--- config.mk ---
export PLATFORM = sky130hd
export DESIGN_NAME = ethernet_ip_l4_header_parser_flat
export DESIGN_NICKNAME = d
export VERILOG_FILES = /design/src/rtl/elp_pkg.sv /design/src/rtl/elp_if.sv /design/src/rtl/elp_front.sv /design/src/rtl/elp_queue.sv /design/src/rtl/elp_back.sv /design/src/rtl/ethernet_ip_l4_header_parser.sv /design/src/flat_wrapper.sv
export SDC_FILE = /design/constraint.sdc
export NUM_CORES = 1
export LEC_CHECK = 0
export BUFFER_PORTS_ARGS = -buffer_cell sky130_fd_sc_hd__buf_4
export CAP_MARGIN = 0
export CORE_ASPECT_RATIO = 1.25
export CORE_UTILIZATION = 55
export DETAILED_ROUTE_END_ITERATION = 8
export PLACE_DENSITY = 0.77
export SYNTH_ARGS = -nofsm -noshare
export SYNTH_HDL_FRONTEND = slang
export SYNTH_HIERARCHICAL = 1
export SYNTH_SLANG_ARGS = --single-unit
--- constraint.sdc ---
create_clock -name clk_i -period 5.3 [get_ports clk_i]
set_input_delay 0 -clock clk_i [delete_from_list [all_inputs] [get_ports clk_i]]
set_output_delay 0 -clock clk_i [all_outputs]
set_load 0.005 [all_outputs]
--- src/rtl/elp_pkg.sv ---
// Shared constants, codes and types of the Ethernet/IP/L4 header parser.
// No dependencies.
package elp_pkg;

  localparam int MAX_FRAME_DEFAULT = 2048;
  localparam int ICMP_HDR_DEFAULT  = 8;

  localparam int OFS_W = 12;

  // Header sizes in bytes
  localparam int ETH_HDR = 14;
  localparam int IP4_MIN = 20;
  localparam int IP6_HDR = 40;
  localparam int TCP_MIN = 20;
  localparam int UDP_HDR = 8;

  // Frame positions of captured bytes, TCP data-offset position and minimum IHL in words
  localparam int IDX_TYPE_HI  = 12;
  localparam int IDX_TYPE_LO  = 13;
  localparam int IDX_IHL      = 14;
  localparam int IDX_V6_NEXT  = 20;
  localparam int IDX_V4_PROTO = 23;
  localparam int TCP_DOFF_POS = 12;
  localparam int IHL_MIN_WORDS = 5;

  localparam logic [15:0] ETYPE_IPV4 = 16'h0800;
  localparam logic [15:0] ETYPE_IPV6 = 16'h86DD;
  localparam logic [3:0]  IHL_MASK   = 4'hF;

  localparam logic [7:0] PROTO_ICMP   = 8'd1;
  localparam logic [7:0] PROTO_TCP    = 8'd6;
  localparam logic [7:0] PROTO_UDP    = 8'd17;
  localparam logic [7:0] PROTO_ICMPV6 = 8'd58;

  typedef enum logic [1:0] {
    ST_OK       = 2'd0,
    ST_RUNT     = 2'd1,
    ST_OVERSIZE = 2'd2
  } status_e;

  typedef enum logic [1:0] {
    L3_NONE   = 2'd0,
    L3_V4_OK  = 2'd1,
    L3_V4_BAD = 2'd2,
    L3_V6     = 2'd3
  } l3_kind_e;

  typedef enum logic [1:0] {
    L4_NONE = 2'd0,
    L4_TCP  = 2'd1,
    L4_UDP  = 2'd2,
    L4_ICMP = 2'd3
  } l4_kind_e;

  // Header fields captured over one frame
  typedef struct packed {
    logic        too_long;
    logic [15:0] ether_type;
    logic [3:0]  header_words;
    logic [7:0]  proto_byte;
    logic [3:0]  tcp_words;
  } hdr_t;

endpackage

--- src/rtl/elp_if.sv ---
// Valid/ready channel interfaces of the header parser: frame bytes in,
// per-frame results out. Depends on nothing.
interface elp_byte_if;
  logic       valid;
  logic       ready;
  logic [7:0] frame_byte;
  logic       last_byte;

  modport source (output valid, frame_byte, last_byte, input ready);
  modport sink   (input valid, frame_byte, last_byte, output ready);
endinterface

interface elp_result_if;
  logic        valid;
  logic        ready;
  logic [1:0]  status;
  logic [15:0] ether_type;
  logic [1:0]  l3_kind;
  logic [7:0]  ip_protocol;
  logic [1:0]  l4_kind;
  logic [11:0] l4_offset;
  logic        payload_present;
  logic [11:0] payload_offset;
  logic [11:0] payload_length;

  modport source (output valid, status, ether_type, l3_kind, ip_protocol, l4_kind,
                  l4_offset, payload_present, payload_offset, payload_length,
                  input ready);
  modport sink   (input valid, status, ether_type, l3_kind, ip_protocol, l4_kind,
                  l4_offset, payload_present, payload_offset, payload_length,
                  output ready);
endinterface

--- src/rtl/elp_front.sv ---
// Byte-side front end: counts frame bytes and captures header fields.
// Depends on elp_pkg; pushes one summary per frame into the queue.
module elp_front #(
  parameter int MAX_FRAME = elp_pkg::MAX_FRAME_DEFAULT,
  localparam int CW = $clog2(MAX_FRAME + 1)
) (
  input  logic          clk_i,
  input  logic          rst_ni,
  input  logic          beat_i,
  input  logic [7:0]    byte_i,
  input  logic          last_i,
  output logic          push_o,
  output logic [CW-1:0] len_o,
  output elp_pkg::hdr_t hdr_o
);

  logic [CW-1:0] cnt_q, cnt_d, cnt_nxt;
  elp_pkg::hdr_t hdr_q, hdr_d, hdr_nxt;
  logic          at_max;
  logic [CW-1:0] v4_doff_idx;

  assign at_max      = (cnt_q == CW'(MAX_FRAME));
  assign v4_doff_idx = CW'(elp_pkg::ETH_HDR + elp_pkg::TCP_DOFF_POS)
                     + CW'({hdr_q.header_words, 2'b00});

  always_comb begin
    cnt_nxt = cnt_q;
    hdr_nxt = hdr_q;
    if (at_max) begin
      hdr_nxt.too_long = 1'b1;
    end else begin
      cnt_nxt = cnt_q + CW'(1);
      if (cnt_q == CW'(elp_pkg::IDX_TYPE_HI) || cnt_q == CW'(elp_pkg::IDX_TYPE_LO)) begin
        hdr_nxt.ether_type = {hdr_q.ether_type[7:0], byte_i};
      end
      // EtherType is complete from the IHL byte on, so the held value is used
      if (hdr_q.ether_type == elp_pkg::ETYPE_IPV4) begin
        if (cnt_q == CW'(elp_pkg::IDX_IHL)) begin
          hdr_nxt.header_words = byte_i[3:0] & elp_pkg::IHL_MASK;
        end
        if (cnt_q == CW'(elp_pkg::IDX_V4_PROTO)) begin
          hdr_nxt.proto_byte = byte_i;
        end
        if (hdr_q.header_words >= 4'(elp_pkg::IHL_MIN_WORDS) && cnt_q == v4_doff_idx) begin
          hdr_nxt.tcp_words = byte_i[7:4];
        end
      end else if (hdr_q.ether_type == elp_pkg::ETYPE_IPV6) begin
        if (cnt_q == CW'(elp_pkg::IDX_V6_NEXT)) begin
          hdr_nxt.proto_byte = byte_i;
        end
        if (cnt_q == CW'(elp_pkg::ETH_HDR + elp_pkg::IP6_HDR + elp_pkg::TCP_DOFF_POS)) begin
          hdr_nxt.tcp_words = byte_i[7:4];
        end
      end
    end
  end

  always_comb begin
    cnt_d  = cnt_q;
    hdr_d  = hdr_q;
    push_o = 1'b0;
    if (beat_i) begin
      if (last_i) begin
        // hand the frame off and start clean
        push_o = 1'b1;
        cnt_d  = '0;
        hdr_d  = '0;
      end else begin
        cnt_d = cnt_nxt;
        hdr_d = hdr_nxt;
      end
    end
  end

  assign len_o = cnt_nxt;
  assign hdr_o = hdr_nxt;

  always_ff @(posedge clk_i or negedge rst_ni) begin
    if (!rst_ni) begin
      cnt_q <= '0;
      hdr_q <= '0;
    end else begin
      cnt_q <= cnt_d;
      hdr_q <= hdr_d;
    end
  end

endmodule

--- src/rtl/elp_queue.sv ---
// Two-entry queue between the byte front end and the result back end.
// No dependencies.
module elp_queue #(
  parameter int W = 8
) (
  input  logic         clk_i,
  input  logic         rst_ni,
  input  logic         push_i,
  input  logic [W-1:0] data_i,
  output logic         full_o,
  input  logic         pop_i,
  output logic         valid_o,
  output logic [W-1:0] data_o
);

  localparam int DEPTH = 2;
  localparam int PW    = $clog2(DEPTH);

  logic [W-1:0]  mem_q [DEPTH];
  logic [PW-1:0] wr_q, rd_q;
  logic [PW:0]   cnt_q;
  logic          do_push, do_pop;

  assign full_o  = (cnt_q == (PW + 1)'(DEPTH));
  assign valid_o = (cnt_q != '0);
  assign data_o  = mem_q[rd_q];
  assign do_push = push_i && !full_o;
  assign do_pop  = pop_i && valid_o;

  always_ff @(posedge clk_i) begin
    if (do_push) begin
      mem_q[wr_q] <= data_i;
    end
  end

  always_ff @(posedge clk_i or negedge rst_ni) begin
    if (!rst_ni) begin
      wr_q  <= '0;
      rd_q  <= '0;
      cnt_q <= '0;
    end else begin
      if (do_push) begin
        wr_q <= wr_q + PW'(1);
      end
      if (do_pop) begin
        rd_q <= rd_q + PW'(1);
      end
      cnt_q <= cnt_q + (PW + 1)'(do_push) - (PW + 1)'(do_pop);
    end
  end

endmodule

--- src/rtl/elp_back.sv ---
// Result back end: classifies layer 3, then locates layer 4 and payload,
// in two registered stages. Depends on elp_pkg and elp_result_if.
module elp_back #(
  parameter int MAX_FRAME      = elp_pkg::MAX_FRAME_DEFAULT,
  parameter int ICMP_HDR_BYTES = elp_pkg::ICMP_HDR_DEFAULT,
  localparam int CW = $clog2(MAX_FRAME + 1)
) (
  input  logic          clk_i,
  input  logic          rst_ni,
  input  logic          valid_i,
  input  logic [CW-1:0] len_i,
  input  elp_pkg::hdr_t hdr_i,
  output logic          pop_o,
  elp_result_if.source  result_o
);

  typedef struct packed {
    elp_pkg::status_e  status;
    logic [15:0]       ether_type;
    elp_pkg::l3_kind_e l3_kind;
    logic [7:0]        proto;
    logic              l4_en;
    logic [CW-1:0]     l4_off;
    logic [CW-1:0]     l4_len;
    logic [3:0]        tcp_words;
  } stage_t;

  stage_t a_d, a_q;
  logic   a_v_q, out_v_q;
  logic   out_adv, a_adv;

  // layer-3 classification
  logic [5:0]    ihl;
  logic [CW-1:0] v4_off, off_sel;
  logic          is_v4, is_v6, ihl_bad;

  assign ihl     = {hdr_i.header_words, 2'b00};
  assign v4_off  = CW'(elp_pkg::ETH_HDR) + CW'(ihl);
  assign ihl_bad = (ihl < 6'(elp_pkg::IP4_MIN)) || (v4_off > len_i);
  assign is_v4   = (hdr_i.ether_type == elp_pkg::ETYPE_IPV4);
  assign is_v6   = (hdr_i.ether_type == elp_pkg::ETYPE_IPV6);
  assign off_sel = is_v4 ? v4_off : CW'(elp_pkg::ETH_HDR + elp_pkg::IP6_HDR);

  always_comb begin
    a_d            = '0;
    a_d.status     = elp_pkg::ST_OK;
    a_d.l3_kind    = elp_pkg::L3_NONE;
    a_d.l4_off     = off_sel;
    a_d.l4_len     = len_i - off_sel;
    a_d.tcp_words  = hdr_i.tcp_words;
    if (hdr_i.too_long) begin
      a_d.status = elp_pkg::ST_OVERSIZE;
    end else if (len_i < CW'(elp_pkg::ETH_HDR)) begin
      a_d.status = elp_pkg::ST_RUNT;
    end else begin
      a_d.ether_type = hdr_i.ether_type;
      if (is_v4) begin
        if (len_i < CW'(elp_pkg::ETH_HDR + elp_pkg::IP4_MIN)) begin
          a_d.l3_kind = elp_pkg::L3_V4_BAD;
        end else begin
          a_d.proto = hdr_i.proto_byte;
          if (ihl_bad) begin
            a_d.l3_kind = elp_pkg::L3_V4_BAD;
          end else begin
            a_d.l3_kind = elp_pkg::L3_V4_OK;
            a_d.l4_en   = 1'b1;
          end
        end
      end else if (is_v6) begin
        if (len_i >= CW'(elp_pkg::ETH_HDR + elp_pkg::IP6_HDR)) begin
          a_d.l3_kind = elp_pkg::L3_V6;
          a_d.proto   = hdr_i.proto_byte;
          a_d.l4_en   = 1'b1;
        end
      end
    end
  end

  // layer-4 and payload location
  logic [5:0]        tcp_h;
  elp_pkg::l4_kind_e l4_kind;
  logic              pay_present;
  logic [CW-1:0]     pay_off, pay_len;

  assign tcp_h = {a_q.tcp_words, 2'b00};

  always_comb begin
    l4_kind     = elp_pkg::L4_NONE;
    pay_present = 1'b0;
    pay_off     = '0;
    pay_len     = '0;
    if (a_q.l4_en) begin
      case (a_q.proto)
        elp_pkg::PROTO_TCP: begin
          if (a_q.l4_len >= CW'(elp_pkg::TCP_MIN)) begin
            l4_kind = elp_pkg::L4_TCP;
            if (tcp_h >= 6'(elp_pkg::TCP_MIN) && CW'(tcp_h) <= a_q.l4_len) begin
              pay_present = 1'b1;
              pay_off     = a_q.l4_off + CW'(tcp_h);
              pay_len     = a_q.l4_len - CW'(tcp_h);
            end
          end
        end
        elp_pkg::PROTO_UDP: begin
          if (a_q.l4_len >= CW'(elp_pkg::UDP_HDR)) begin
            l4_kind = elp_pkg::L4_UDP;
            if (a_q.l4_len > CW'(elp_pkg::UDP_HDR)) begin
              pay_present = 1'b1;
              pay_off     = a_q.l4_off + CW'(elp_pkg::UDP_HDR);
              pay_len     = a_q.l4_len - CW'(elp_pkg::UDP_HDR);
            end
          end
        end
        elp_pkg::PROTO_ICMP, elp_pkg::PROTO_ICMPV6: begin
          if (a_q.l4_len >= CW'(ICMP_HDR_BYTES)) begin
            l4_kind = elp_pkg::L4_ICMP;
          end
        end
        default: begin
          l4_kind = elp_pkg::L4_NONE;
        end
      endcase
    end
  end

  // stage handshakes: each register advances when the one after it frees up
  assign out_adv = !out_v_q || result_o.ready;
  assign a_adv   = !a_v_q || out_adv;
  assign pop_o   = valid_i && a_adv;

  always_ff @(posedge clk_i) begin
    if (a_adv && valid_i) begin
      a_q <= a_d;
    end
    if (out_adv && a_v_q) begin
      result_o.status          <= a_q.status;
      result_o.ether_type      <= a_q.ether_type;
      result_o.l3_kind         <= a_q.l3_kind;
      result_o.ip_protocol     <= a_q.proto;
      result_o.l4_kind         <= l4_kind;
      result_o.l4_offset       <= (l4_kind == elp_pkg::L4_NONE) ? '0
                                  : elp_pkg::OFS_W'(a_q.l4_off);
      result_o.payload_present <= pay_present;
      result_o.payload_offset  <= elp_pkg::OFS_W'(pay_off);
      result_o.payload_length  <= elp_pkg::OFS_W'(pay_len);
    end
  end

  always_ff @(posedge clk_i or negedge rst_ni) begin
    if (!rst_ni) begin
      a_v_q   <= 1'b0;
      out_v_q <= 1'b0;
    end else begin
      if (a_adv) begin
        a_v_q <= valid_i;
      end
      if (out_adv) begin
        out_v_q <= a_v_q;
      end
    end
  end

  assign result_o.valid = out_v_q;

endmodule

--- src/rtl/ethernet_ip_l4_header_parser.sv ---
// Ethernet / IPv4 / IPv6 / TCP / UDP / ICMP header parser.
// Input channel frame_i: one frame byte per beat, last_byte marks the final
// byte of a frame. Output channel result_o: one result beat per frame, with
// status, EtherType, layer-3 and layer-4 kinds, layer-4 offset and payload
// offset and length.
// Throughput: one byte per cycle while the queue is not full; frames of any
// length, one byte long included, follow back to back.
// The result of a frame passes from its last byte's beat through the queue,
// the layer-3 stage register and the output register to result_o.
// The front end and the back end meet at a two-entry queue. When the
// receiver stalls, the output register holds its beat, the back stages fill
// and the queue fills; frame_i.ready then drops until an entry drains.
// Frames longer than MAX_FRAME bytes stop the count and report oversize.
// Reset clears the byte counter, captured fields, queue and stage valids;
// no clearing pass is needed, so ready rises right after reset.
module ethernet_ip_l4_header_parser #(
  parameter int MAX_FRAME      = elp_pkg::MAX_FRAME_DEFAULT,
  parameter int ICMP_HDR_BYTES = elp_pkg::ICMP_HDR_DEFAULT
) (
  input  logic        clk_i,
  input  logic        rst_ni,
  elp_byte_if.sink    frame_i,
  elp_result_if.source result_o
);

  localparam int CW = $clog2(MAX_FRAME + 1);
  localparam int QW = CW + $bits(elp_pkg::hdr_t);

  logic          beat;
  logic          push, q_full, q_valid, q_pop;
  logic [CW-1:0] f_len, b_len;
  elp_pkg::hdr_t f_hdr, b_hdr;

  assign frame_i.ready = !q_full;
  assign beat          = frame_i.valid && frame_i.ready;

  elp_front #(
    .MAX_FRAME (MAX_FRAME)
  ) u_front (
    .clk_i  (clk_i),
    .rst_ni (rst_ni),
    .beat_i (beat),
    .byte_i (frame_i.frame_byte),
    .last_i (frame_i.last_byte),
    .push_o (push),
    .len_o  (f_len),
    .hdr_o  (f_hdr)
  );

  elp_queue #(
    .W (QW)
  ) u_queue (
    .clk_i   (clk_i),
    .rst_ni  (rst_ni),
    .push_i  (push),
    .data_i  ({f_len, f_hdr}),
    .full_o  (q_full),
    .pop_i   (q_pop),
    .valid_o (q_valid),
    .data_o  ({b_len, b_hdr})
  );

  elp_back #(
    .MAX_FRAME      (MAX_FRAME),
    .ICMP_HDR_BYTES (ICMP_HDR_BYTES)
  ) u_back (
    .clk_i    (clk_i),
    .rst_ni   (rst_ni),
    .valid_i  (q_valid),
    .len_i    (b_len),
    .hdr_i    (b_hdr),
    .pop_o    (q_pop),
    .result_o (result_o)
  );

endmodule

--- src/flat_wrapper.sv ---
// flat-port wrapper written by rule: the top's interface ports become plain ports
module ethernet_ip_l4_header_parser_flat 
#(
  parameter int MAX_FRAME      = elp_pkg::MAX_FRAME_DEFAULT,
  parameter int ICMP_HDR_BYTES = elp_pkg::ICMP_HDR_DEFAULT
)
  (clk_i, rst_ni, frame_i_valid, frame_i_frame_byte, frame_i_last_byte, frame_i_ready, result_o_valid, result_o_status, result_o_ether_type, result_o_l3_kind, result_o_ip_protocol, result_o_l4_kind, result_o_l4_offset, result_o_payload_present, result_o_payload_offset, result_o_payload_length, result_o_ready);
  elp_byte_if frame_i_i ();
  elp_result_if result_o_i ();
  input  logic clk_i;
  input  logic rst_ni;
  input wire logic [$bits(frame_i_i.valid)-1:0] frame_i_valid;
  input wire logic [$bits(frame_i_i.frame_byte)-1:0] frame_i_frame_byte;
  input wire logic [$bits(frame_i_i.last_byte)-1:0] frame_i_last_byte;
  output wire logic [$bits(frame_i_i.ready)-1:0] frame_i_ready;
  output wire logic [$bits(result_o_i.valid)-1:0] result_o_valid;
  output wire logic [$bits(result_o_i.status)-1:0] result_o_status;
  output wire logic [$bits(result_o_i.ether_type)-1:0] result_o_ether_type;
  output wire logic [$bits(result_o_i.l3_kind)-1:0] result_o_l3_kind;
  output wire logic [$bits(result_o_i.ip_protocol)-1:0] result_o_ip_protocol;
  output wire logic [$bits(result_o_i.l4_kind)-1:0] result_o_l4_kind;
  output wire logic [$bits(result_o_i.l4_offset)-1:0] result_o_l4_offset;
  output wire logic [$bits(result_o_i.payload_present)-1:0] result_o_payload_present;
  output wire logic [$bits(result_o_i.payload_offset)-1:0] result_o_payload_offset;
  output wire logic [$bits(result_o_i.payload_length)-1:0] result_o_payload_length;
  input wire logic [$bits(result_o_i.ready)-1:0] result_o_ready;
  assign frame_i_i.valid = frame_i_valid;
  assign frame_i_i.frame_byte = frame_i_frame_byte;
  assign frame_i_i.last_byte = frame_i_last_byte;
  assign frame_i_ready = frame_i_i.ready;
  assign result_o_valid = result_o_i.valid;
  assign result_o_status = result_o_i.status;
  assign result_o_ether_type = result_o_i.ether_type;
  assign result_o_l3_kind = result_o_i.l3_kind;
  assign result_o_ip_protocol = result_o_i.ip_protocol;
  assign result_o_l4_kind = result_o_i.l4_kind;
  assign result_o_l4_offset = result_o_i.l4_offset;
  assign result_o_payload_present = result_o_i.payload_present;
  assign result_o_payload_offset = result_o_i.payload_offset;
  assign result_o_payload_length = result_o_i.payload_length;
  assign result_o_i.ready = result_o_ready;
  ethernet_ip_l4_header_parser #(.MAX_FRAME(MAX_FRAME), .ICMP_HDR_BYTES(ICMP_HDR_BYTES)) u_core (.clk_i(clk_i), .rst_ni(rst_ni), .frame_i(frame_i_i), .result_o(result_o_i));
endmodule
# [Yosys cells after proc, flatten, opt, wreduce, memory -nomap -nowiden]
# Memories as Yosys holds them, arrays and structs flattened.
# Cells that the tools add are included.
[totals] reg_bits=175 ramBits=90 in_bits=13 output_inout_bits=69 wordCells=134 memories=1
[mem_list] memory="u_core.u_queue.mem_q" words=2 width=45 rd=1 rd_clocked_by_memory_dff=0 write_ports=1 line="elp_queue.sv:19" rtl="logic [W-1:0] mem_q [DEPTH];"
[op_classes] add_sub_neg=12 magnitude_cmp=11 eq_ne=17 mux=47 reduce_logical=18
[op_table] operator="2-to-1 mux 12 bit" n=13
[op_table] operator="case mux 12 bit (2 select lines)" n=2
[op_table] operator="equality test 12 x 4 -> 1 bit, second input constant" n=3
[op_table] operator="2-to-1 mux 11 bit" n=3
[op_table] operator="2-to-1 mux 33 bit" n=1
[op_table] operator="equality test 16 x 12 -> 1 bit, second input constant" n=2
[op_table] operator="equality test 16 bit, second input constant" n=2
[op_table] operator="2-to-1 mux 32 bit" n=1
[op_table] operator="equality test 12 x 5 -> 1 bit, second input constant" n=2
[op_table] operator="2-to-1 mux 16 bit" n=1
[op_table] operator="2-to-1 mux 4 bit" n=4
[op_table] operator="2-to-1 mux 8 bit" n=2
[op_table] operator="adder 12 x 1 -> 12 bit, second input constant" n=1
[op_table] operator="adder 12 x 4 -> 12 bit, second input constant" n=1
[op_table] operator="adder 12 x 6 -> 12 bit" n=1
[op_table] operator="equality test 12 bit, second input constant" n=1
[op_table] operator="equality test 12 x 7 -> 1 bit" n=1
[op_table] operator="equality test 12 x 7 -> 1 bit, second input constant" n=1
[op_table] operator=">= comparator 12 x 4 -> 1 bit, second input constant" n=1
[op_table] operator=">= comparator 12 x 5 -> 1 bit, second input constant" n=1
[op_table] operator=">= comparator 12 x 6 -> 1 bit, second input constant" n=1
[op_table] operator="> comparator 12 bit" n=1
[op_table] operator="> comparator 12 x 4 -> 1 bit, second input constant" n=1
[op_table] operator="less-or-equal comparator 6 x 12 -> 1 bit" n=1
[op_table] operator="29 further kinds" n=57

# [Depth between registers and ports, before layout]
# Gate-level depths: netlist of the first run.
[logic_depth] ltp_word=7 mapped_depth=14 depth_no_buf=12

# [Hierarchy]
# Netlist of the first run, hierarchy kept.
[by_module_without_submodules] mod="elp_back" n_inst=1 cells_per_inst=403 area_per_inst_um2=5222.5 seq_area_each_um2=3173.0
[by_module_without_submodules] mod="elp_queue" n_inst=1 cells_per_inst=158 area_per_inst_um2=3614.7 seq_area_each_um2=2802.7
[by_module_without_submodules] mod="elp_front" n_inst=1 cells_per_inst=327 area_per_inst_um2=2946.6 seq_area_each_um2=1126.1
[by_module_without_submodules] mod="ethernet_ip_l4_header_parser" n_inst=1 cells_per_inst=2 area_per_inst_um2=10.0 seq_area_each_um2=0.0

# [Worst setup path before layout of the first run]
# No wires, ideal clock.
[synth_timing] path_kind="register to register" start="register u_core.u_back.out_v_q (netlist: u_core/u_back/result_o.valid)" end="register u_core.u_queue.cnt_q[1]" setup_time_ns=0.080 arrival_ns=5.466 required_time_ns=5.220 path_slack_ns=-0.245 stages_incl_launch_ff=9 n_path_buf=0 period_less_slack_ns=5.545 path_cell_list="dfrtp_1 -> nor2b_1 -> a21boi_0 -> and2_4 -> ha_1 -> inv_1 -> ha_1 -> xnor2_1 -> xnor2_1"
[synth_between] elab_chain_len=6
[synth_rtl] element="start: declaration" line="elp_back.sv:29" rtl="logic a_v_q, out_v_q;"
[synth_rtl] element="start signal: assignment" line="elp_back.sv:158" rtl="out_v_q <= a_v_q;"
[synth_rtl] element="logical NOT 1 bit" line="elp_back.sv:127" rtl="assign out_adv = !out_v_q || result_o.ready;"
[synth_rtl] element="logical OR 1 bit" line="elp_back.sv:127"
[synth_rtl] element="logical OR 1 bit" line="elp_back.sv:128" rtl="assign a_adv = !a_v_q || out_adv;"
[synth_rtl] element="logical AND 1 bit" line="elp_back.sv:129" rtl="assign pop_o = valid_i && a_adv;"
[synth_rtl] element="named net u_core.q_pop" line="ethernet_ip_l4_header_parser.sv:30" rtl="logic push, q_full, q_valid, q_pop;"
[synth_rtl] element="logical AND 1 bit" line="elp_queue.sv:28" rtl="assign do_pop = pop_i && valid_o;"
[synth_rtl] element="named net u_core.u_queue.do_pop" line="elp_queue.sv:22" rtl="logic do_push, do_pop;"
[synth_rtl] element="subtractor 2 x 1 -> 2 bit" line="elp_queue.sv:48" rtl="cnt_q <= cnt_q + (PW + 1)'(do_push) - (PW + 1)'(do_pop);"
[synth_rtl] element="end signal: assignment" line="elp_queue.sv:48"
[synth_rtl] element="end: declaration" line="elp_queue.sv:21" rtl="logic [PW:0] cnt_q;"
# The timed path passes the listed nets, and every way through them passes these cells.
# A chain may end at the register's enable or synchronous reset.

==> metrics.md, run 1 <==
| Metric | Value |
|---|---|
| Mean number of vias per cell | `5.60` |
| Biggest cell delay along the critical path | `680 ps` |
| Register clock-pin slew on the reported worst setup and hold paths | `60 ps` |
| CTS Buf Count | `24` |
| Crit-path slowest cell | `sky130_fd_sc_hd__dfrtp_2` |
| Number of inserted diodes | `0` |
| Worst reg2reg path endpoint | `u_core/u_back/a_q[13]$_DFFE_PP_` |
| All-layer global routing usage | `20.2%` |
| List of cells traversed by the critical path | `buf_4, mux2_4, nor3_4, and4_4, nand2_1, ha_1, a21o_1, a21oi_1, nor2b_1, o21a_1, or4_1, xnor2_1` |
| Total chip power | `6.52 mW` |
| Total of warnings raised by yosys | `6` |
| DPL Wire Length | `15.4 mm` |
| Number of I/O pins | `82` |
| Final number of hold-violating endpoints | `0` |
| Drt first pass iters | `5` |
| Final setup vio count | `0` |
| Number of H-tree branching levels | `1` |
| Total standard cell area after synthesis | `11800 um2` |
| Crit end category | `flip-flop` |
| Leading register cell type out of synthesis | `sky130_fd_sc_hd__edfxtp_1` |
| Port Buffers | `70` |
| Data required, critical path | `5560 ps` |
| Top post-synthesis cells by count | `sky130_fd_sc_hd__edfxtp_1 (194), sky130_fd_sc_hd__nand2_1 (102), sky130_fd_sc_hd__dfrtp_1 (51), sky130_fd_sc_hd__mux2_4 (43)` |
| Starting Density | `56.5%` |
| Leading area contributor after synthesis | `sky130_fd_sc_hd__edfxtp_1` |
| Worst Tran Pin Value | `1170 ps` |
| Final Util | `64.5%` |
| Post-cts gate resize count | `0` |
| Arrival time at the worst endpoint | `4260 ps` |
| Ranking of synthesized cells by area | `sky130_fd_sc_hd__edfxtp_1 (49%), sky130_fd_sc_hd__dfrtp_1 (11%), sky130_fd_sc_hd__mux2_4 (5.5%)` |
| Max-slew headroom | `21.2%` |
| Number of flops mapped to enable cells by yosys | `194` |
| Routed wire per std cell | `17.3 um` |
| Startpoint of the lowest-slack register-to-register path | `u_core/u_queue/rd_q$_DFFE_PN0P_` |
| Category of the critical setup timing path | `reg -> reg` |
| Vias in the first global route | `6834` |
| Launching element type of the critical path | `flip-flop` |
| Initial antenna violation count | `0` |
| TritonCTS clock tree | `built` |
| Result of the run | `complete, no violations` |
| Horizontal die dimension | `133 um` |
| Proportion of netlist area held by the largest area contributor | `49.4%` |
| Aggregate routed wire length | `21.9 mm` |
| Layout overhead on the synthesized area | `14.2%` |
| Total number of placement rows | `59` |
| Post-Place Cell Area | `12500 um2` |
| Overflow left after global routing | `0` |
| Number of clock sinks | `245` |
| Sum Neg Setup Slack | `0 ps` |
| Critical path peak fanout | `30` |
| Sequential element share of the synthesized area | `60.2%` |
| Number of design-rule violations left by the first detailed-router iteration | `495` |
| Time the final worst path needs with I/O delays and setup | `4000 ps` |
| Type of the worst min-delay path | `in -> async` |
| CTS Root Cell | `sky130_fd_sc_hd__clkbuf_16` |
| Path depth of the worst reg2reg path | `12` |
| Fmax | `0.250 GHz` |
| Vertical extent of the die | `166 um` |
| Fin Clk Skew | `18.1 ps` |
| Largest net degree at the start of global routing | `56` |
| Routed via count | `7094` |
| Standby leakage power | `5.39 nW` |
| Cell count after synthesis | `890` |
| Standard cell core area | `20900 um2` |
| Power density normalized to cell area | `484 nW/um2` |
| Max-Cap Viols | `0` |
| Share of layout cells above drive strength 1 | `20.9%` |
| Slack of the worst reg-to-reg path | `1300 ps` |
| Max clock buf depth | `3` |
| Share of async-settable or async-resettable flops after synthesis | `20.8%` |
| First-pass GRT wire length | `35.4 mm` |
| Most used standard cell by instance count after synthesis | `sky130_fd_sc_hd__edfxtp_1` |
| Period utilization | `75.5%` |
| Number of design rule violations left after detail routing | `0` |
| Total number of nets in the final design | `1018` |
| Unique cell type count in the Yosys netlist | `80` |
| VDD IR max | `0.255 mV` |
| Number of nets with antenna violations after detailed routing | `0` |
| Setup repair after global routing missed its margin | `false` |
| Weighted congestion reported at the end of routability-driven placement | `0.909` |
| Syn Area/Cell | `13.3 um2` |
| Number of flip-flops and latches in the synthesized netlist | `245` |
| Clock latency reported for the late side of the worst-skew pair | `510 ps` |
| Die Outline Area | `22000 um2` |
| Design Area, Final | `13500 um2` |
| Final Max Tran Viols | `0` |
[worst max-delay path by stage]
stage / cells after the start / endpoint / from / slack [ps]
after floorplan: 8 / u_core/u_queue/cnt_q[1]$_DFF_PN0_ / u_core/u_back/result_o.valid$_DFFE_PN0P_ / 1150
after global placement: 12 / u_core/u_back/a_q[13]$_DFFE_PP_ / u_core/u_queue/rd_q$_DFFE_PN0P_ / 1370
after detailed placement: 12 / u_core/u_back/a_q[13]$_DFFE_PP_ / u_core/u_queue/rd_q$_DFFE_PN0P_ / 1280
after CTS: 12 / u_core/u_back/a_q[13]$_DFFE_PP_ / u_core/u_queue/rd_q$_DFFE_PN0P_ / 1280
after global routing: 12 / u_core/u_back/a_q[13]$_DFFE_PP_ / u_core/u_queue/rd_q$_DFFE_PN0P_ / 1100
final: 12 / u_core/u_back/a_q[13]$_DFFE_PP_ / u_core/u_queue/rd_q$_DFFE_PN0P_ / 1300
[placed cells by master (no fill, tap or decap), types with 4 or more instances in the layout]
cell type and n:
sky130_fd_sc_hd__nand2b_1 10, sky130_fd_sc_hd__dlygate4sd3_1 11, sky130_fd_sc_hd__and2_1 28, sky130_fd_sc_hd__nor4_1 8, sky130_fd_sc_hd__or2_2 4, sky130_fd_sc_hd__clkbuf_16 25, sky130_fd_sc_hd__a21oi_1 25, sky130_fd_sc_hd__nand3_1 14
sky130_fd_sc_hd__a22o_1 15, sky130_fd_sc_hd__mux2_2 12, sky130_fd_sc_hd__clkinvlp_4 5, sky130_fd_sc_hd__clkinv_4 4, sky130_fd_sc_hd__nor3_1 10, sky130_fd_sc_hd__ha_1 28, sky130_fd_sc_hd__nor2b_1 20, sky130_fd_sc_hd__inv_1 35
sky130_fd_sc_hd__a22oi_1 12, sky130_fd_sc_hd__nand2_1 102, sky130_fd_sc_hd__xnor2_1 19, sky130_fd_sc_hd__nand4_1 9, sky130_fd_sc_hd__buf_4 77, sky130_fd_sc_hd__o21ai_0 28, sky130_fd_sc_hd__a31oi_1 4, sky130_fd_sc_hd__a21o_1 9
sky130_fd_sc_hd__edfxtp_1 194, sky130_fd_sc_hd__o31ai_1 5, sky130_fd_sc_hd__mux2_4 43, sky130_fd_sc_hd__a32o_1 6, sky130_fd_sc_hd__o22ai_1 4, sky130_fd_sc_hd__conb_1 11, sky130_fd_sc_hd__and3_1 4, sky130_fd_sc_hd__mux2i_1 15
sky130_fd_sc_hd__xor2_1 18, sky130_fd_sc_hd__nor2_1 34, sky130_fd_sc_hd__dfrtp_1 50
[logic make-up (layout without fill, tap and decap cells)]
kind of cell    count (synthesis)  in the layout  synth area share [%]
buf+inv                        76            168                  3.34
simple gates                  285            285                  13.4
fa+ha+maj                      31             31                  3.48
other cells                     1             11                0.0318
mux                            72             72                  8.08
xor+xnor                       37             37                  2.75
compound gates                143            143                  8.70
flops                         245            245                  60.2
[sequential cells by signal (all words and copies together) (netlist names)]
| name | cells |
|---|---|
| u_core/u_back/a_q | 49 |
| u_core/u_back/a_v_q | 1 |
| u_core/u_back/result_o.ether_type | 16 |
| u_core/u_back/result_o.ip_protocol | 8 |
| u_core/u_back/result_o.l3_kind | 2 |
| u_core/u_back/result_o.l4_kind | 2 |
| u_core/u_back/result_o.l4_offset | 6 |
| u_core/u_back/result_o.payload_length | 12 |
| u_core/u_back/result_o.payload_offset | 6 |
| u_core/u_back/result_o.payload_present | 1 |
| u_core/u_back/result_o.status | 2 |
| u_core/u_back/result_o.valid | 1 |
| u_core/u_front/cnt_q | 12 |
| u_core/u_front/hdr_q | 33 |
| u_core/u_queue/cnt_q | 2 |
| u_core/u_queue/mem_q | 90 |
| u_core/u_queue/rd_q | 1 |
| u_core/u_queue/wr_q | 1 |
[worst max-delay path, delay by kind of cell (launching register included)]
family                   cells  cell delay [ps]
AO/OA/AOI/OAI                3              610
XOR/XNOR                     1              150
adder cells (fa/ha/maj)      1              320
buffers and inverters        1              530
flip-flops                   1              680
multiplexers                 1              370
AND/OR/NAND/NOR              5             1080
[routing by layer]
layer,GRT usage [%],vias to the layer above,wire length (um)
met2,34.1,188,10900
li1,-,3438,-
met4,8.55,0,777
met1,26.2,3427,9260
met5,0,-,0
met3,2.42,41,949
[layout make-up]
type	count	area [um2]
Tap cell	274	343
Sequential cell	245	7100
Inverter	36	135
Clock buffer	29	661
Clock inverter	15	181
Multi-Input combinational cell	579	4360
Timing Repair Buffer	88	688
Fill cell	1462	7420
[metrics by stage]
stage | cells | hold slack, ps | setup WS, ps
6_report | 1266 | 81.1 | 1300
5_1_grt | 1266 | 134 | 1100
4_1_cts | 1266 | 92.4 | 1280
3_5_place_dp | 1211 | 89.9 | 1280
3_3_place_gp | 1211 | 79.3 | 1370
2_1_floorplan | 900 | -296 | 1150
[power by group]
group          total [mW]  internal (mW)  switching (mW)
clock                1.76           1.05           0.710
combinational        1.80          0.834           0.967
sequential           2.96           2.68           0.281
total                6.52           4.56            1.96
[what timing repair did]
item | CTS | global route
hold endpoints to repair | 122 | 0
hold buffers | 11 | 0
setup buffers | 0 | 0
(Power assumes the default switching activity.)
==> inputs of run 2 (changes only) <==
--- a/config.mk
+++ b/config.mk
@@ -5,12 +5,13 @@
 export SDC_FILE = /design/constraint.sdc
 export NUM_CORES = 1
 export LEC_CHECK = 0
+export ABC_AREA = 1
 export BUFFER_PORTS_ARGS = -buffer_cell sky130_fd_sc_hd__buf_4
 export CAP_MARGIN = 0
 export CORE_ASPECT_RATIO = 1.25
 export CORE_UTILIZATION = 55
 export DETAILED_ROUTE_END_ITERATION = 8
-export PLACE_DENSITY = 0.77
+export PLACE_DENSITY = 0.76
 export SYNTH_ARGS = -nofsm -noshare
 export SYNTH_HDL_FRONTEND = slang
 export SYNTH_HIERARCHICAL = 1
==> constraint.sdc (replaced) <==
create_clock -name clk_i -period 3.5 [get_ports clk_i]
set_input_delay 0 -clock clk_i [delete_from_list [all_inputs] [get_ports clk_i]]
set_output_delay 0 -clock clk_i [all_outputs]
set_load 0.005 [all_outputs]
==> run 2 against run 1 <==
  * Sequential share of layout area shrank 2.1 points
  * Sequential power is 52% higher
  * Wire length rose by 13%
  * Largest power group unchanged
  * Die area rose by 5.1%
  * Worst hold slack got worse by 6.9 ps
  * Global-route usage is 2.2 points higher
  * Synthesized cell count up 47%
  * Combinational power rose by 82%
  * First-iteration DRC count increased by 4.6%
  * Clock skew down 4.4 ps
==> metrics.md, run 2 <==
| Metric | Value |
|---|---|
| Vias in the first global route | `8571` |
| Max-slew headroom | `19.7%` |
| Sum Neg Setup Slack | `0 ps` |
| Category of the critical setup timing path | `reg -> reg` |
| Number of inserted diodes | `0` |
| Number of flip-flops under the largest register name | `90` |
| Sequential element share of the synthesized area | `57.3%` |
| All-layer global routing usage | `22.3%` |
| Clock latency reported for the late side of the worst-skew pair | `510 ps` |
| Overflow left after global routing | `0` |
| Fill cell instance count of the final layout | `1804` |
| Total of warnings raised by yosys | `6` |
| DPL Wire Length | `18.4 mm` |
| Number of flip-flops and latches in the synthesized netlist | `245` |
| Routed wire per std cell | `14.6 um` |
| Arrival time at the worst endpoint | `3270 ps` |
| Share of async-settable or async-resettable flops after synthesis | `20.8%` |
| Fmax | `0.332 GHz` |
| Aggregate routed wire length | `24.8 mm` |
| Crit-path slowest cell | `sky130_fd_sc_hd__buf_4` |
| Result of the run | `complete, no violations` |
| Top post-synthesis cells by count | `sky130_fd_sc_hd__nand2_1 (386), sky130_fd_sc_hd__edfxtp_1 (194), sky130_fd_sc_hd__inv_1 (159), sky130_fd_sc_hd__nor2_1 (106), sky130_fd_sc_hd__nand3_1 (68)` |
| Number of nets with antenna violations after detailed routing | `0` |
| Max-Cap Viols | `0` |
| Data required, critical path | `3760 ps` |
| Power density normalized to cell area | `745 nW/um2` |
| Final Max Tran Viols | `0` |
| Number of H-tree branching levels | `1` |
| Max clock buf depth | `3` |
| Launching element type of the critical path | `flip-flop` |
| Final number of hold-violating endpoints | `0` |
| Post-cts gate resize count | `0` |
| Share of layout cells above drive strength 1 | `17.2%` |
| Proportion of netlist area held by the largest area contributor | `47.0%` |
| Weighted congestion reported at the end of routability-driven placement | `0.927` |
| Registers with the most flip-flops | `u_core/u_queue/mem_q (90), u_core/u_back/a_q (49), u_core/u_front/hdr_q (33)` |
| Number of flops mapped to enable cells by yosys | `194` |
| Number of design rule violations left after detail routing | `0` |
| Slack of the worst reg-to-reg path | `490 ps` |
| Critical path peak fanout | `46` |
| Time the final worst path needs with I/O delays and setup | `3010 ps` |
| Syn Area/Cell | `9.50 um2` |
| Most used cells in the layout excluding fill and tap cells | `sky130_fd_sc_hd__nand2_1 (386), sky130_fd_sc_hd__edfxtp_1 (194), sky130_fd_sc_hd__inv_1 (158)` |
| Path depth of the worst reg2reg path | `14` |
| CTS Buf Count | `23` |
| Type of the worst min-delay path | `in -> async` |
| Setup repair after global routing missed its margin | `false` |
| Crit end category | `flip-flop` |
| Routed via count | `8698` |
| Starting Density | `55.8%` |
| Cell count after synthesis | `1305` |
| Register clock-pin slew on the reported worst setup and hold paths | `60 ps` |
| Number of buffer and inverter stages on the critical path | `2` |
| Largest register by flop count | `u_core/u_queue/mem_q` |
| Most used standard cell by instance count after synthesis | `sky130_fd_sc_hd__nand2_1` |
| Total number of nets in the final design | `1439` |
| Horizontal die dimension | `136 um` |
| Layout overhead on the synthesized area | `13.1%` |
| Vertical extent of the die | `170 um` |
| FF+latch area | `7100 um2` |
| Most common library cell in the layout ignoring fill and taps | `sky130_fd_sc_hd__nand2_1` |
| Fin Clk Skew | `13.7 ps` |
| Drt first pass iters | `5` |
| TritonCTS clock tree | `built` |
| Dominant cell type by count on the critical path | `sky130_fd_sc_hd__nand2_1` |
| Number of design-rule violations left by the first detailed-router iteration | `518` |
| Number of I/O pins | `82` |
| Initial antenna violation count | `0` |
| Leading area contributor after synthesis | `sky130_fd_sc_hd__edfxtp_1` |
| Mean number of vias per cell | `5.13` |
| Port Buffers | `70` |
| Final Util | `63.2%` |
| Dominant delay contributor by cell family on the critical path | `simple AND/OR/NAND/NOR gates` |
| Unique cell type count in the Yosys netlist | `45` |
| Final setup vio count | `0` |
| Biggest cell delay along the critical path | `380 ps` |
| Die Outline Area | `23200 um2` |
| Buffers inserted by post-CTS timing repair | `0` |
| Area used by multi-input combinational logic | `4290 um2` |
| Startpoint of the lowest-slack register-to-register path | `u_core/u_queue/rd_q$_DFFE_PN0P_` |
| Leading register cell type out of synthesis | `sky130_fd_sc_hd__edfxtp_1` |
| Standby leakage power | `6.52 nW` |
| Worst reg2reg path endpoint | `u_core/u_back/a_q[14]$_DFFE_PP_` |
| Period utilization | `86.0%` |
| VDD IR max | `0.418 mV` |
| Worst Tran Pin Value | `1200 ps` |
| First-pass GRT wire length | `40.9 mm` |
| Largest net degree at the start of global routing | `56` |
| List of cells traversed by the critical path | `buf_4, nand2_1, nand2_1, nand4_1, nor2_1, nand2_1, buf_4, nor2_1, ha_1, nand3_1, nand2_1, a21oi_1, o21ai_0, xor2_1` |
| CTS Root Cell | `sky130_fd_sc_hd__clkbuf_16` |
| Number of clock sinks | `245` |
| Standard cell core area | `22200 um2` |
| Total standard cell area after synthesis | `12400 um2` |
| Ranking of synthesized cells by area | `sky130_fd_sc_hd__edfxtp_1 (47%), sky130_fd_sc_hd__nand2_1 (12%), sky130_fd_sc_hd__dfrtp_1 (10%)` |
| Total number of placement rows | `61` |
run 2: cell count changes in the layout (fill, tap and decap cells not counted), sizes merged, moves of 13 or more:
cell and delta:
nor4 -13, inv +161, o22ai +22, mux2i -15
a22o -15, nand2 +320, nor2b -20, xnor2 -17
mux2 -57, nand3 +60, and2 -30, nor2 +90
run 2: worst max path at each step:
stage / to / cells after the start / from
after global routing: u_core/u_back/a_q[12]$_DFFE_PP_ / 15 / u_core/u_queue/rd_q$_DFFE_PN0P_
after detailed placement: u_core/u_back/a_q[14]$_DFFE_PP_ / 15 / u_core/u_queue/rd_q$_DFFE_PN0P_
final: u_core/u_back/a_q[14]$_DFFE_PP_ / 14 / u_core/u_queue/rd_q$_DFFE_PN0P_
after floorplan: u_core/u_queue/mem_q[1][0]$_DFFE_PP_ / 8 / u_core/u_queue/cnt_q[1]$_DFF_PN0_
after global placement: u_core/u_back/a_q[14]$_DFFE_PP_ / 15 / u_core/u_queue/rd_q$_DFFE_PN0P_
after CTS: u_core/u_back/a_q[14]$_DFFE_PP_ / 15 / u_core/u_queue/rd_q$_DFFE_PN0P_
run 2: area by class of cell:
type | count | share of cell area, %
clock buffers | 29 | 4.41
clock inverters | 13 | 1.45
inverters | 197 | 5.29
multi-input cells | 837 | 30.6
flip-flops and latches | 245 | 50.6
well taps | 283 | 2.52
repair buffers | 91 | 5.08
run 2: per-layer routing:
| metal | global-route usage, % | vias to the layer above | part of all wire, % |
|---|---|---|---|
| met3 | 2.74 | 72 | 3.9 |
| li1 | - | 4382 | - |
| met2 | 39.1 | 218 | 50 |
| met4 | 11.5 | 0 | 4.8 |
| met1 | 26.8 | 4026 | 41 |
| met5 | 0 | - | 0 |
run 2: per-stage QoR:
step	worst slack, ps	std cells	total power, mW	area [um2]	hold WS (ps)
after floorplan	708	1315	6.82	12400	-296
after global placement	649	1641	7.70	13100	99.3
after detailed placement	531	1641	7.81	13100	101
after CTS	480	1695	10.5	14000	98.4
after global routing	154	1695	11.1	14000	137
final	489	1695	10.4	14000	74.3
run 2: cells by family after synthesis:
logic type / count (synthesis) / synth area share [%]
AOI/OAI and AO/OA: 102 / 5.18
xor gates and xnor gates: 30 / 2.12
adders and majority gates: 31 / 3.31
buffers and inverters: 233 / 8.57
DFF: 245 / 57.3
other: 1 / 0.0302
and+or+nand+nor: 663 / 23.5
run 2: what timing repair did:
action / 4_1_cts / 5_1_grt
setup endpoints to repair: 0 / 0
hold buffers: 12 / 0
endpoints found under the hold margin: 113 / 0
run 2: power breakdown:
group	total, mW	internal, mW	leakage [nW]	switching (mW)
sequential	4.50	4.14	2.57	0.356
clock	2.66	1.63	0.393	1.04
combinational	3.28	1.13	3.55	2.15
==> inputs of run 3 (changes only) <==
--- a/config.mk
+++ b/config.mk
@@ -14,5 +14,4 @@
 export PLACE_DENSITY = 0.76
 export SYNTH_ARGS = -nofsm -noshare
 export SYNTH_HDL_FRONTEND = slang
-export SYNTH_HIERARCHICAL = 1
 export SYNTH_SLANG_ARGS = --single-unit
==> run 3 against run 2 <==
  * Area after synthesis is 3.9% lower
  * Via count is 3.1% lower
  * Critical path depth is 2 higher
  * Critical endpoint is now u_core.u_back.a_q[15]$_DFFE_PP_
==> metrics.md, run 3 <==
| Metric | Value |
|---|---|
| Time the final worst path needs with I/O delays and setup | `3150 ps` |
| XOR/XNOR share of the synthesized area | `2.65%` |
| Cells after DPL | `1562` |
| Post-synthesis compound-gate area fraction | `5.92%` |
| Share of async-settable or async-resettable flops after synthesis | `20.8%` |
| Number of H-tree branching levels | `1` |
| Routed wire per std cell | `14.6 um` |
| Leading register cell type out of synthesis | `sky130_fd_sc_hd__edfxtp_1` |
| Mean number of vias per cell | `5.21` |
| DPL Wire Length | `17.1 mm` |
| CTS Buf Count | `24` |
| Multiplexer share of the synthesized area | `0.252%` |
| Design Area, Final | `13700 um2` |
| CTS Root Cell | `sky130_fd_sc_hd__clkbuf_16` |
| Registers with the most flip-flops | `u_core.u_queue.mem_q (90), u_core.u_back.a_q (49), u_core.u_front.hdr_q (33)` |
| Most common library cell in the layout ignoring fill and taps | `sky130_fd_sc_hd__nand2_1` |
| Routed via count | `8428` |
| Number of design rule violations left after detail routing | `0` |
| Weighted congestion reported at the end of routability-driven placement | `0.944` |
| Horizontal die dimension | `134 um` |
| Ranking of synthesized cells by area | `sky130_fd_sc_hd__edfxtp_1 (49%), sky130_fd_sc_hd__nand2_1 (11%), sky130_fd_sc_hd__dfrtp_1 (11%)` |
| Hold Worst Slack | `72.5 ps` |
| Data required, critical path | `3760 ps` |
| Number of inserted diodes | `0` |
| Number of clock sinks | `245` |
| Final setup vio count | `0` |
| Period utilization | `89.9%` |
| Total number of placement rows | `59` |
| Max-slew headroom | `44.8%` |
| Number of flip-flops and latches in the synthesized netlist | `245` |
| First-pass GRT wire length | `38.5 mm` |
| Leading area contributor after synthesis | `sky130_fd_sc_hd__edfxtp_1` |
| Starting Density | `56.6%` |
| Cell count after synthesis | `1232` |
| Fin Clk Skew | `13.8 ps` |
| Total of warnings raised by yosys | `0` |
| Max-Cap Viols | `0` |
| Most used standard cell by instance count after synthesis | `sky130_fd_sc_hd__nand2_1` |
| Final number of hold-violating endpoints | `0` |
| Sequential element share of the synthesized area | `59.6%` |
| Standby leakage power | `6.11 nW` |
| Type of the worst min-delay path | `in -> async` |
| Initial antenna violation count | `0` |
| Sum Neg Setup Slack | `0 ps` |
| Top post-synthesis cells by count | `sky130_fd_sc_hd__nand2_1 (344), sky130_fd_sc_hd__edfxtp_1 (194), sky130_fd_sc_hd__inv_1 (154), sky130_fd_sc_hd__nor2_1 (110), sky130_fd_sc_hd__nand3_1 (62)` |
| Drt first pass iters | `5` |
| Slack of the worst reg-to-reg path | `350 ps` |
| Max clock buf depth | `3` |
| Final Util | `64.9%` |
| Number of nets with antenna violations after detailed routing | `0` |
| Number of design-rule violations left by the first detailed-router iteration | `466` |
| Number of I/O pins | `82` |
| Clock latency reported for the late side of the worst-skew pair | `510 ps` |
| Proportion of netlist area held by the largest area contributor | `48.9%` |
| Largest register by flop count | `u_core.u_queue.mem_q` |
| Startpoint of the lowest-slack register-to-register path | `u_core.u_queue.rd_q$_DFFE_PN0P_` |
| Unique cell type count in the Yosys netlist | `47` |
| Largest net degree at the start of global routing | `56` |
| Layout overhead on the synthesized area | `14.6%` |
| Share of layout cells above drive strength 1 | `12.9%` |
| Total standard cell area after synthesis | `11900 um2` |
| Number of flops mapped to enable cells by yosys | `194` |
| Arrival time at the worst endpoint | `3410 ps` |
| Most used cells in the layout excluding fill and tap cells | `sky130_fd_sc_hd__nand2_1 (344), sky130_fd_sc_hd__edfxtp_1 (194), sky130_fd_sc_hd__inv_1 (153)` |
| Path depth of the worst reg2reg path | `16` |
| Port Buffers | `70` |
| Category of the critical setup timing path | `reg -> reg` |
| Critical path peak fanout | `54` |
| Standard cell core area | `21000 um2` |
| Register clock-pin slew on the reported worst setup and hold paths | `60 ps` |
| Result of the run | `complete, no violations` |
| Die Outline Area | `22300 um2` |
| Aggregate routed wire length | `23.7 mm` |
| Final Max Tran Viols | `0` |
| Power density normalized to cell area | `749 nW/um2` |
| Post-Place Cell Area | `12700 um2` |
| Crit end category | `flip-flop` |
| Fmax | `0.318 GHz` |
| Final cell count without fillers | `1617` |
| Vias in the first global route | `8177` |
| Largest family of logic cells by synthesized area | `simple AND/OR/NAND/NOR gates` |
| Overflow left after global routing | `0` |
| Worst reg2reg path endpoint | `u_core.u_back.a_q[15]$_DFFE_PP_` |
| Number of flip-flops under the largest register name | `90` |
| All-layer global routing usage | `21.5%` |
| Worst Tran Pin Value | `821 ps` |
| Setup repair after global routing missed its margin | `false` |
| VDD IR max | `0.468 mV` |
| Syn Area/Cell | `9.67 um2` |
| Total number of nets in the final design | `1370` |
| Launching element type of the critical path | `flip-flop` |
| Vertical extent of the die | `167 um` |
| Fraction of the mapped netlist area in simple logic gates | `20.8%` |
| Post-synthesis adder-cell area fraction | `3.44%` |
| TritonCTS clock tree | `built` |
[run 3: changes by cell type after synthesis, moves of 6 or more]
| cell | before | now |
|---|---|---|
| sky130_fd_sc_hd__inv_2 | 36 | 9 |
| sky130_fd_sc_hd__nand2_1 | 386 | 344 |
| sky130_fd_sc_hd__nand2_2 | 34 | 5 |
| sky130_fd_sc_hd__nand3_1 | 68 | 62 |
| sky130_fd_sc_hd__nand4_1 | 15 | 22 |
| sky130_fd_sc_hd__o21ai_1 | 7 | 30 |
| sky130_fd_sc_hd__o21ai_2 | 16 | 4 |
| sky130_fd_sc_hd__xnor2_1 | 2 | 8 |
[run 3: logic make-up (layout without fill, tap and decap cells)]
| logic type | count (synthesis) | count (layout) |
|---|---|---|
| muxes | 3 | 3 |
| other | 1 | 11 |
| xor gates and xnor gates | 36 | 36 |
| and+or+nand+nor | 588 | 588 |
| AOI/OAI and AO/OA | 126 | 126 |
| adders and majority gates | 31 | 31 |
| buffers and inverters | 202 | 303 |
| DFF | 245 | 245 |
[run 3: critical path: stages (launching register included)]
cell and delay, ps:
sky130_fd_sc_hd__dfrtp_1 380, sky130_fd_sc_hd__buf_12 250, sky130_fd_sc_hd__mux2i_2 380, sky130_fd_sc_hd__ha_1 250, sky130_fd_sc_hd__nor2_1 60, sky130_fd_sc_hd__inv_1 80, sky130_fd_sc_hd__nand2_1 70, sky130_fd_sc_hd__nand2_1 90
sky130_fd_sc_hd__inv_1 50, sky130_fd_sc_hd__ha_1 330, sky130_fd_sc_hd__a21oi_1 170, sky130_fd_sc_hd__o21ai_1 110, sky130_fd_sc_hd__nand2_1 70, sky130_fd_sc_hd__nand2_1 50, sky130_fd_sc_hd__a21oi_1 280, sky130_fd_sc_hd__nand2_1 110
sky130_fd_sc_hd__xor2_1 150
[run 3: how the worst max path moves through the flow]
stage | to | slack (ps) | startpoint
2_1_floorplan | u_core.u_queue.mem_q[0][0]$_DFFE_PP_ | 320 | u_core.u_queue.cnt_q[1]$_DFF_PN0_
3_3_place_gp | u_core.u_back.a_q[11]$_DFFE_PP_ | 430 | u_core.u_queue.rd_q$_DFFE_PN0P_
3_5_place_dp | u_core.u_back.a_q[15]$_DFFE_PP_ | 330 | u_core.u_queue.rd_q$_DFFE_PN0P_
4_1_cts | u_core.u_back.a_q[15]$_DFFE_PP_ | 220 | u_core.u_queue.rd_q$_DFFE_PN0P_
5_1_grt | u_core.u_back.a_q[15]$_DFFE_PP_ | 10 | u_core.u_queue.rd_q$_DFFE_PN0P_
6_report | u_core.u_back.a_q[15]$_DFFE_PP_ | 350 | u_core.u_queue.rd_q$_DFFE_PN0P_
[run 3: through the flow]
step           setup WS [ps]  power, mW
6_report                 354       10.2
3_5_place_dp             327       7.61
2_1_floorplan            323       6.63
4_1_cts                  224       10.3
5_1_grt                 10.4       10.8
3_3_place_gp             428       7.50
[run 3: timing repair]
action                                  CTS  global route
endpoints found under the hold margin    88             0
hold buffers                             12             0
gates resized for setup                   0             2
setup buffers                             0             0
endpoints found under the setup margin    0             3
[run 3: area by class of cell]
class / instances / area (um2)
clock buffers: 32 / 672
multi-input cells: 795 / 4020
inverters: 167 / 632
well taps: 274 / 343
repair buffers: 93 / 741
flip-flops and latches: 245 / 7100
clock inverters: 11 / 148
fillers: 1693 / 7390
[run 3: routing by layer]
metal  wire, um  track usage (%)  vias to the layer above
met2      11800             37.9                      238
li1           -                -                     4223
met4       1130             12.1                        0
met1       9750             25.2                     3893
met5          0                0                        -
met3        946             2.74                       74
[run 3: report_power, final]
group / switching [mW] / total, mW / internal, mW
Clock: 1.05 / 2.63 / 1.58
Sequential: 0.311 / 4.42 / 4.11
Combinational: 2.03 / 3.18 / 1.14
